File: config.mk
export PLATFORM = sky130hd
export DESIGN_NAME = lzwvd_ctrl
export DESIGN_NICKNAME = d
export VERILOG_FILES = /design/src/hdl/lzw_variable_width_decoder_core_defines.svh /design/src/hdl/lzwvd_pkg.sv /design/src/hdl/lzwvd_ctrl.sv
export SDC_FILE = /design/constraint.sdc
export NUM_CORES = 1
export LEC_CHECK = 0
export CAP_MARGIN = 25
export CORE_MARGIN = 4
export CORE_UTILIZATION = 38
export CTS_CLUSTER_DIAMETER = 40
export CTS_CLUSTER_SIZE = 14
export DETAILED_ROUTE_END_ITERATION = 7
export DONT_BUFFER_PORTS = 1
export GPL_ROUTABILITY_DRIVEN = 0
export GPL_TIMING_DRIVEN = 0
export SLEW_MARGIN = 20
export SYNTH_ARGS = -nofsm -noshare
export SYNTH_HDL_FRONTEND = slang
export SYNTH_SLANG_ARGS = --single-unit
File: constraint.sdc
create_clock -name clk -period 5.3 [get_ports clk]
set_input_delay 0.795 -clock clk [delete_from_list [all_inputs] [get_ports clk]]
set_output_delay 0.795 -clock clk [all_outputs]
set_load 0.1 [all_outputs]
File: src/hdl/lzw_variable_width_decoder_core_defines.svh
// Assertion macros shared by the LZW decoder RTL.
// Both expect clk and arst_n in the scope of use.
`ifndef LZW_VARIABLE_WIDTH_DECODER_CORE_DEFINES_SVH
`define LZW_VARIABLE_WIDTH_DECODER_CORE_DEFINES_SVH

// same-cycle implication
`define LZWVD_ASSERT_IMP(name, ante, cons, msg) \
	name: assert property (@(posedge clk) disable iff (!arst_n) (ante) |-> (cons)) \
		else $error(msg);

// next-cycle implication
`define LZWVD_ASSERT_NXT(name, ante, cons, msg) \
	name: assert property (@(posedge clk) disable iff (!arst_n) (ante) |=> (cons)) \
		else $error(msg);

`endif

File: src/hdl/lzwvd_pkg.sv
`timescale 1ns / 1ps

package lzwvd_pkg;

	localparam int STACK_DEPTH = 4096;
	localparam int STACK_AW    = 12;

	localparam logic [11:0] CLEAR_CODE       = 12'd256;
	localparam logic [11:0] FIRST_TABLE_CODE = 12'd256;
	localparam logic [12:0] FIRST_FREE       = 13'd257;
	localparam logic [12:0] CLEAR_FREE       = 13'd256;
	localparam logic [12:0] WALK_LIMIT       = 13'd4095;
	localparam logic [3:0]  MIN_WIDTH        = 4'd9;
	localparam logic [3:0]  MAX_WIDTH        = 4'd12;

	localparam logic OP_PUSH  = 1'b0;
	localparam logic OP_DRAIN = 1'b1;

	// controller -> datapath
	typedef struct packed {
		logic item_start;
		logic begin_byte;
		logic drop_byte;
		logic byte_end;
		logic bit_step;
		logic dec_start;
		logic walk_zero;
		logic walk_data;
		logic dec_finish;
		logic dec_after;
		logic tail_begin;
		logic tail_end;
		logic pop;
		logic res_wr;
		logic out_next;
	} cmd_t;

	// datapath -> controller
	typedef struct packed {
		logic refused;
		logic drain;
		logic ended;
		logic drop_nz;
		logic code_done;
		logic bit_last;
		logic dec_short;
		logic walk_more;
		logic walk_in_table;
		logic clear_hit;
		logic res_full;
		logic stack_nz;
		logic tail;
		logic out_last;
	} stat_t;

endpackage

File: src/hdl/lzwvd_ctrl.sv
`timescale 1ns / 1ps

module lzwvd_ctrl (
	input  logic             clk,
	input  logic             arst_n,
	input  logic             in_valid,
	output logic             in_ready,
	output logic             out_valid,
	input  logic             out_ready,
	input  lzwvd_pkg::stat_t st,
	output lzwvd_pkg::cmd_t  cmd
);

	typedef enum logic [12:0] {
		S_IDLE       = 13'b0000000000001,
		S_DISPATCH   = 13'b0000000000010,
		S_BIT        = 13'b0000000000100,
		S_DEC_START  = 13'b0000000001000,
		S_WALK       = 13'b0000000010000,
		S_WALK_DATA  = 13'b0000000100000,
		S_DEC_FINISH = 13'b0000001000000,
		S_DEC_DONE   = 13'b0000010000000,
		S_BYTE_END   = 13'b0000100000000,
		S_EMIT       = 13'b0001000000000,
		S_POP_WR     = 13'b0010000000000,
		S_OUT_RD     = 13'b0100000000000,
		S_OUT_SEND   = 13'b1000000000000
	} state_t;

	state_t state_q, state_d;
	logic   tail_ctx_q, tail_ctx_d;

	always_comb begin
		state_d    = state_q;
		tail_ctx_d = tail_ctx_q;
		cmd        = '0;
		unique case (state_q)
			S_IDLE: begin
				if (in_valid) begin
					cmd.item_start = 1'b1;
					state_d        = S_DISPATCH;
				end
			end
			S_DISPATCH: begin
				priority if (st.refused) begin
					state_d = S_OUT_RD;
				end else if (st.drain || st.ended) begin
					state_d = S_EMIT;
				end else if (st.drop_nz) begin
					cmd.drop_byte = 1'b1;
					cmd.byte_end  = 1'b1;
					state_d       = S_EMIT;
				end else begin
					cmd.begin_byte = 1'b1;
					state_d        = S_BIT;
				end
			end
			S_BIT: begin
				cmd.bit_step = 1'b1;
				if (st.code_done) begin
					tail_ctx_d = 1'b0;
					state_d    = S_DEC_START;
				end else if (st.bit_last) begin
					state_d = S_BYTE_END;
				end
			end
			S_DEC_START: begin
				cmd.dec_start = 1'b1;
				state_d       = st.dec_short ? S_DEC_DONE : S_WALK;
			end
			S_WALK: begin
				if (st.walk_more) begin
					if (st.walk_in_table)
						state_d = S_WALK_DATA;
					else
						cmd.walk_zero = 1'b1;
				end else begin
					state_d = S_DEC_FINISH;
				end
			end
			S_WALK_DATA: begin
				cmd.walk_data = 1'b1;
				state_d       = S_WALK;
			end
			S_DEC_FINISH: begin
				cmd.dec_finish = 1'b1;
				state_d        = S_DEC_DONE;
			end
			S_DEC_DONE: begin
				if (tail_ctx_q) begin
					cmd.tail_end = 1'b1;
					state_d      = S_EMIT;
				end else begin
					cmd.dec_after = 1'b1;
					state_d       = (st.clear_hit || st.bit_last) ? S_BYTE_END : S_BIT;
				end
			end
			S_BYTE_END: begin
				cmd.byte_end = 1'b1;
				state_d      = S_EMIT;
			end
			S_EMIT: begin
				priority if (!st.res_full && st.stack_nz) begin
					cmd.pop = 1'b1;
					state_d = S_POP_WR;
				end else if (!st.res_full && st.tail) begin
					cmd.tail_begin = 1'b1;
					tail_ctx_d     = 1'b1;
					state_d        = S_DEC_START;
				end else begin
					state_d = S_OUT_RD;
				end
			end
			S_POP_WR: begin
				cmd.res_wr = 1'b1;
				state_d    = S_EMIT;
			end
			S_OUT_RD: state_d = S_OUT_SEND;
			S_OUT_SEND: begin
				if (out_ready) begin
					if (st.out_last) begin
						state_d = S_IDLE;
					end else begin
						cmd.out_next = 1'b1;
						state_d      = S_OUT_RD;
					end
				end
			end
			default: state_d = S_IDLE;
		endcase
	end

	always_ff @(posedge clk or negedge arst_n) begin
		if (!arst_n) begin
			state_q    <= S_IDLE;
			tail_ctx_q <= 1'b0;
		end else begin
			state_q    <= state_d;
			tail_ctx_q <= tail_ctx_d;
		end
	end

	assign in_ready  = (state_q == S_IDLE);
	assign out_valid = (state_q == S_OUT_SEND);

endmodule

==> results.md <==
* Worst-case headroom to the max-slew limit at 28.03%
* Standby leakage power at 0.6008 nW
* Remaining number of nets flagged by the antenna check after routing at 0
* Placed cell count at 169
* Final hold violation count at 0
* Startpoint of the most critical setup path: state_q[8]$_DFFE_PN0P_
* Switch share at 47.56%
* Combinational share of power at 59.0%
* Largest driver fanout on the critical path at 7
* First-pass iteration count of the detailed router at 4
* Critical path capture point type: output pin
* TritonCTS Sinks at 14
* Number of buffers between clock root and the deepest sink at 2
* Max frequency at 243.6 MHz
* Vias post-DR at 1021
* Endpoint arrival time on the critical path at 3.31 ns
* Clock root buffer: sky130_fd_sc_hd__clkbuf_4
* Maximum number of pins on one net before global-route repair at 15
* Synthesized instance count at 128
* Post-Layout Cell Count at 173
* Post-layout worst setup margin at 1.195 ns
* Number of enable flip-flop cells after synthesis at 0
* Transition time at the pin with the least slew margin at 1.079 ns
* Clock transition time at the flip-flop clock pins of the worst setup and hold paths at 0.10 ns
* Initial DRC count at 37
* Number of buffer cells added on primary ports at 0
* Post-cts sizing count at 0
* Die X-Extent at 60.62 um
* Register share of total power at 28.3%
* Number of clock buffers inserted by TritonCTS at 3
* Maximum Capacitance Violations at 0
* FF-to-FF path depth at 8
* Sequential cell area fraction in the yosys report at 33.41%
* Time the worst path needs with I/O delays and setup at 4.105 ns
* Critical R2R Capture: tail_ctx_q$_DFFE_PN0P_
* Minimum setup slack after placement at 1.529 ns
* Share of total power in the clock network at 12.7%
* Row count at 18
* Cell-internal power at 276.6 uW
* Residual DRC count at 0
* Placeable core region at 2567 um^2
* Status: completed
* Remaining global-route overflow at 0
* Number of distinct library cells after synthesis at 44
* Final Slew Violations at 0
* Unrepaired setup endpoints after global routing: false
* Async set or reset register ratio after synthesis at 100.0%
* Share of final-layout standard cells stronger than drive strength 1 at 20.28%
* Area of placed instances at 1304 um^2
* Start of the worst register-to-register path: state_q[8]$_DFFE_PN0P_
* First-pass GRT wire length at 4533 um
* Critical path data required time at 4.51 ns
* Average cell area after synthesis at 8.221 um^2
* Die Height at 60.62 um
* Worst setup path endpoint: cmd[14]
* H-tree depth at 1
* Cell area after synthesis at 1052 um^2
* TritonCTS clock tree: done
* Post-detailed-route via-to-cell ratio at 5.902
* Top FF cell, synth: sky130_fd_sc_hd__dfrtp_1
* Synthesized net count at 146
* Starting density of the core at 40.98%
* Pwr Total at 527.5 uW
* Number of register bits inferred by synthesis at 14
* Dpl hpwl at 2256 um
* Area added between synthesis and finish at 26.40%
* I/O pin count at 35
* Cell Pwr Density at 396.6 nW/um^2
* Via count of the first global-routing pass at 979
* Share of the core filled with cells at 51.80%
* Net count of the finished layout at 162
* Worst setup SP type: flop
* Post-CTS Setup Repair Bufs at 0
* Worst ir drop on vdd at 0.2051 mV
* Number of antenna violations at the first check in global routing at 0
* Min-delay worst type: input pin to async pin
* Register-to-register path setup slack at 2.61 ns
* Post-route cell area at 1330 um^2
* Setup violation total in the final timing report at 0
* Post-route clock period utilization at 77.45%
* Total of fill cells in the finished design at 263
* Category of the most critical setup path: flop to output pin
* Sw power at 250.9 uW
* Clock latency at the later pin of the worst-skew pair at 0.29 ns
* Average wire per standard cell at 16.51 um
* Post-Route Skew at 0.01276 ns
* Die footprint at 3675 um^2
* Total of warnings raised by yosys at 0
* Gr usage total at 16.62%
* Total inserted antenna cells at 0
* # hold bufs at CTS at 0
* Final WL at 2856 um
## cells in the final DEF, fill, tap and decap left out, drive strengths merged, types with 2 or more instances in the layout
master / netlist / layout
and2: 6 / 6
dfrtp: 13 / 13
nor2: 20 / 20
nand3: 4 / 4
and3: 3 / 3
o21ai: 4 / 4
nor4: 2 / 2
xnor2: 3 / 3
o22ai: 2 / 2
nand2: 10 / 10
clkbuf: 1 / 5
o32ai: 2 / 2
nand2b: 4 / 4
or2: 2 / 2
nand4b: 2 / 2
or4b: 2 / 2
nor3: 10 / 10
nor4b: 3 / 3
buf: 2 / 13
or3: 4 / 4
or4: 4 / 4
inv: 6 / 6
nand3b: 2 / 2
## layer usage
layer	vias to the layer above	GRT usage, %	share of wire [%]
met3	5	3.617	6.0
met2	28	25.95	47
met1	489	23.20	45
li1	499	-	-
met5	-	0	0
met4	0	4.644	1.4
## power by group through the flow
stage	logic, mW	registers [mW]	clock network, mW
3_5_place_dp	0.311	0.151	0
5_1_grt	0.334	0.152	0.0703
6_report	0.311	0.149	0.0672
3_3_place_gp	0.252	0.149	0
2_1_floorplan	0.227	0.143	0
4_1_cts	0.312	0.149	0.0675
## synth_stat cells (2+ instances only)
cell | n | area (um^2)
sky130_fd_sc_hd__and2_1 | 6 | 37.54
sky130_fd_sc_hd__and3_1 | 3 | 18.77
sky130_fd_sc_hd__dfrtp_1 | 13 | 325.3
sky130_fd_sc_hd__inv_1 | 6 | 22.52
sky130_fd_sc_hd__nand2_1 | 10 | 37.54
sky130_fd_sc_hd__nand2b_1 | 4 | 25.02
sky130_fd_sc_hd__nand3_1 | 4 | 20.02
sky130_fd_sc_hd__nand3b_1 | 2 | 15.01
sky130_fd_sc_hd__nand4b_1 | 2 | 17.52
sky130_fd_sc_hd__nor2_1 | 20 | 75.07
sky130_fd_sc_hd__nor3_1 | 9 | 45.04
sky130_fd_sc_hd__nor4_1 | 2 | 12.51
sky130_fd_sc_hd__nor4b_1 | 2 | 17.52
sky130_fd_sc_hd__o21ai_0 | 4 | 20.02
sky130_fd_sc_hd__o22ai_1 | 2 | 12.51
sky130_fd_sc_hd__o32ai_1 | 2 | 17.52
sky130_fd_sc_hd__or2_2 | 2 | 12.51
sky130_fd_sc_hd__or3_1 | 4 | 25.02
sky130_fd_sc_hd__or4_1 | 2 | 15.01
sky130_fd_sc_hd__or4_4 | 2 | 22.52
sky130_fd_sc_hd__or4b_2 | 2 | 20.02
sky130_fd_sc_hd__xnor2_1 | 3 | 26.28
## per-stage QoR
stage	TNS [ns]	hold slack, ns
after floorplan	0	0.4871
after global placement	-0.09491	0.4999
after detailed placement	0	0.4999
after CTS	0	0.1851
after global routing	0	0.1775
final	0	0.1804
## cells by family (layout without fill, tap and decap cells)
| group | Yosys count | count (layout) | share of synthesized area [%] |
|---|---|---|---|
| AO/OA/AOI/OAI | 18 | 18 | 13.32 |
| XOR/XNOR | 4 | 4 | 3.330 |
| buffers and inverters | 9 | 24 | 4.042 |
| flip-flops | 14 | 14 | 33.41 |
| AND/OR/NAND/NOR | 83 | 83 | 45.90 |
## layout make-up
cell class,count,area [um^2],share of cell area [%]
Buffer,3,20.02,1.505
Clock buffer,4,26.28,1.976
Inverter,6,22.52,1.693
Multi-Input combinational cell,105,701.9,52.77
Sequential cell,14,351.6,26.43
Tap cell,30,37.54,2.822
Timing Repair Buffer,11,170.2,12.79
## critical path: stages, from the launching register on
cell                      delay (ns)
sky130_fd_sc_hd__dfrtp_1        0.47
sky130_fd_sc_hd__or4_1          0.53
sky130_fd_sc_hd__buf_2          0.18
sky130_fd_sc_hd__or3_1          0.45
sky130_fd_sc_hd__nor3_4         0.28
sky130_fd_sc_hd__buf_16         0.21
sky130_fd_sc_hd__buf_1          0.11
sky130_fd_sc_hd__and2_1         0.76
## worst min path at each step
| stage | to | slack [ns] | depth (start not counted) |
|---|---|---|---|
| floorplan | tail_ctx_q$_DFFE_PN0P_ | 0.49 | 2 |
| global placement | state_q[9]$_DFFE_PN0P_ | 0.50 | 0 |
| detailed placement | state_q[9]$_DFFE_PN0P_ | 0.50 | 0 |
| CTS | state_q[9]$_DFFE_PN0P_ | 0.19 | 0 |
| global route | state_q[9]$_DFFE_PN0P_ | 0.18 | 0 |
| finish | state_q[9]$_DFFE_PN0P_ | 0.18 | 0 |
## sequential cells by signal, summed over array words and instances, names as in the netlist
signal,cells
state_q,13
tail_ctx_q,1
Power figures use the tool's default switching activity.
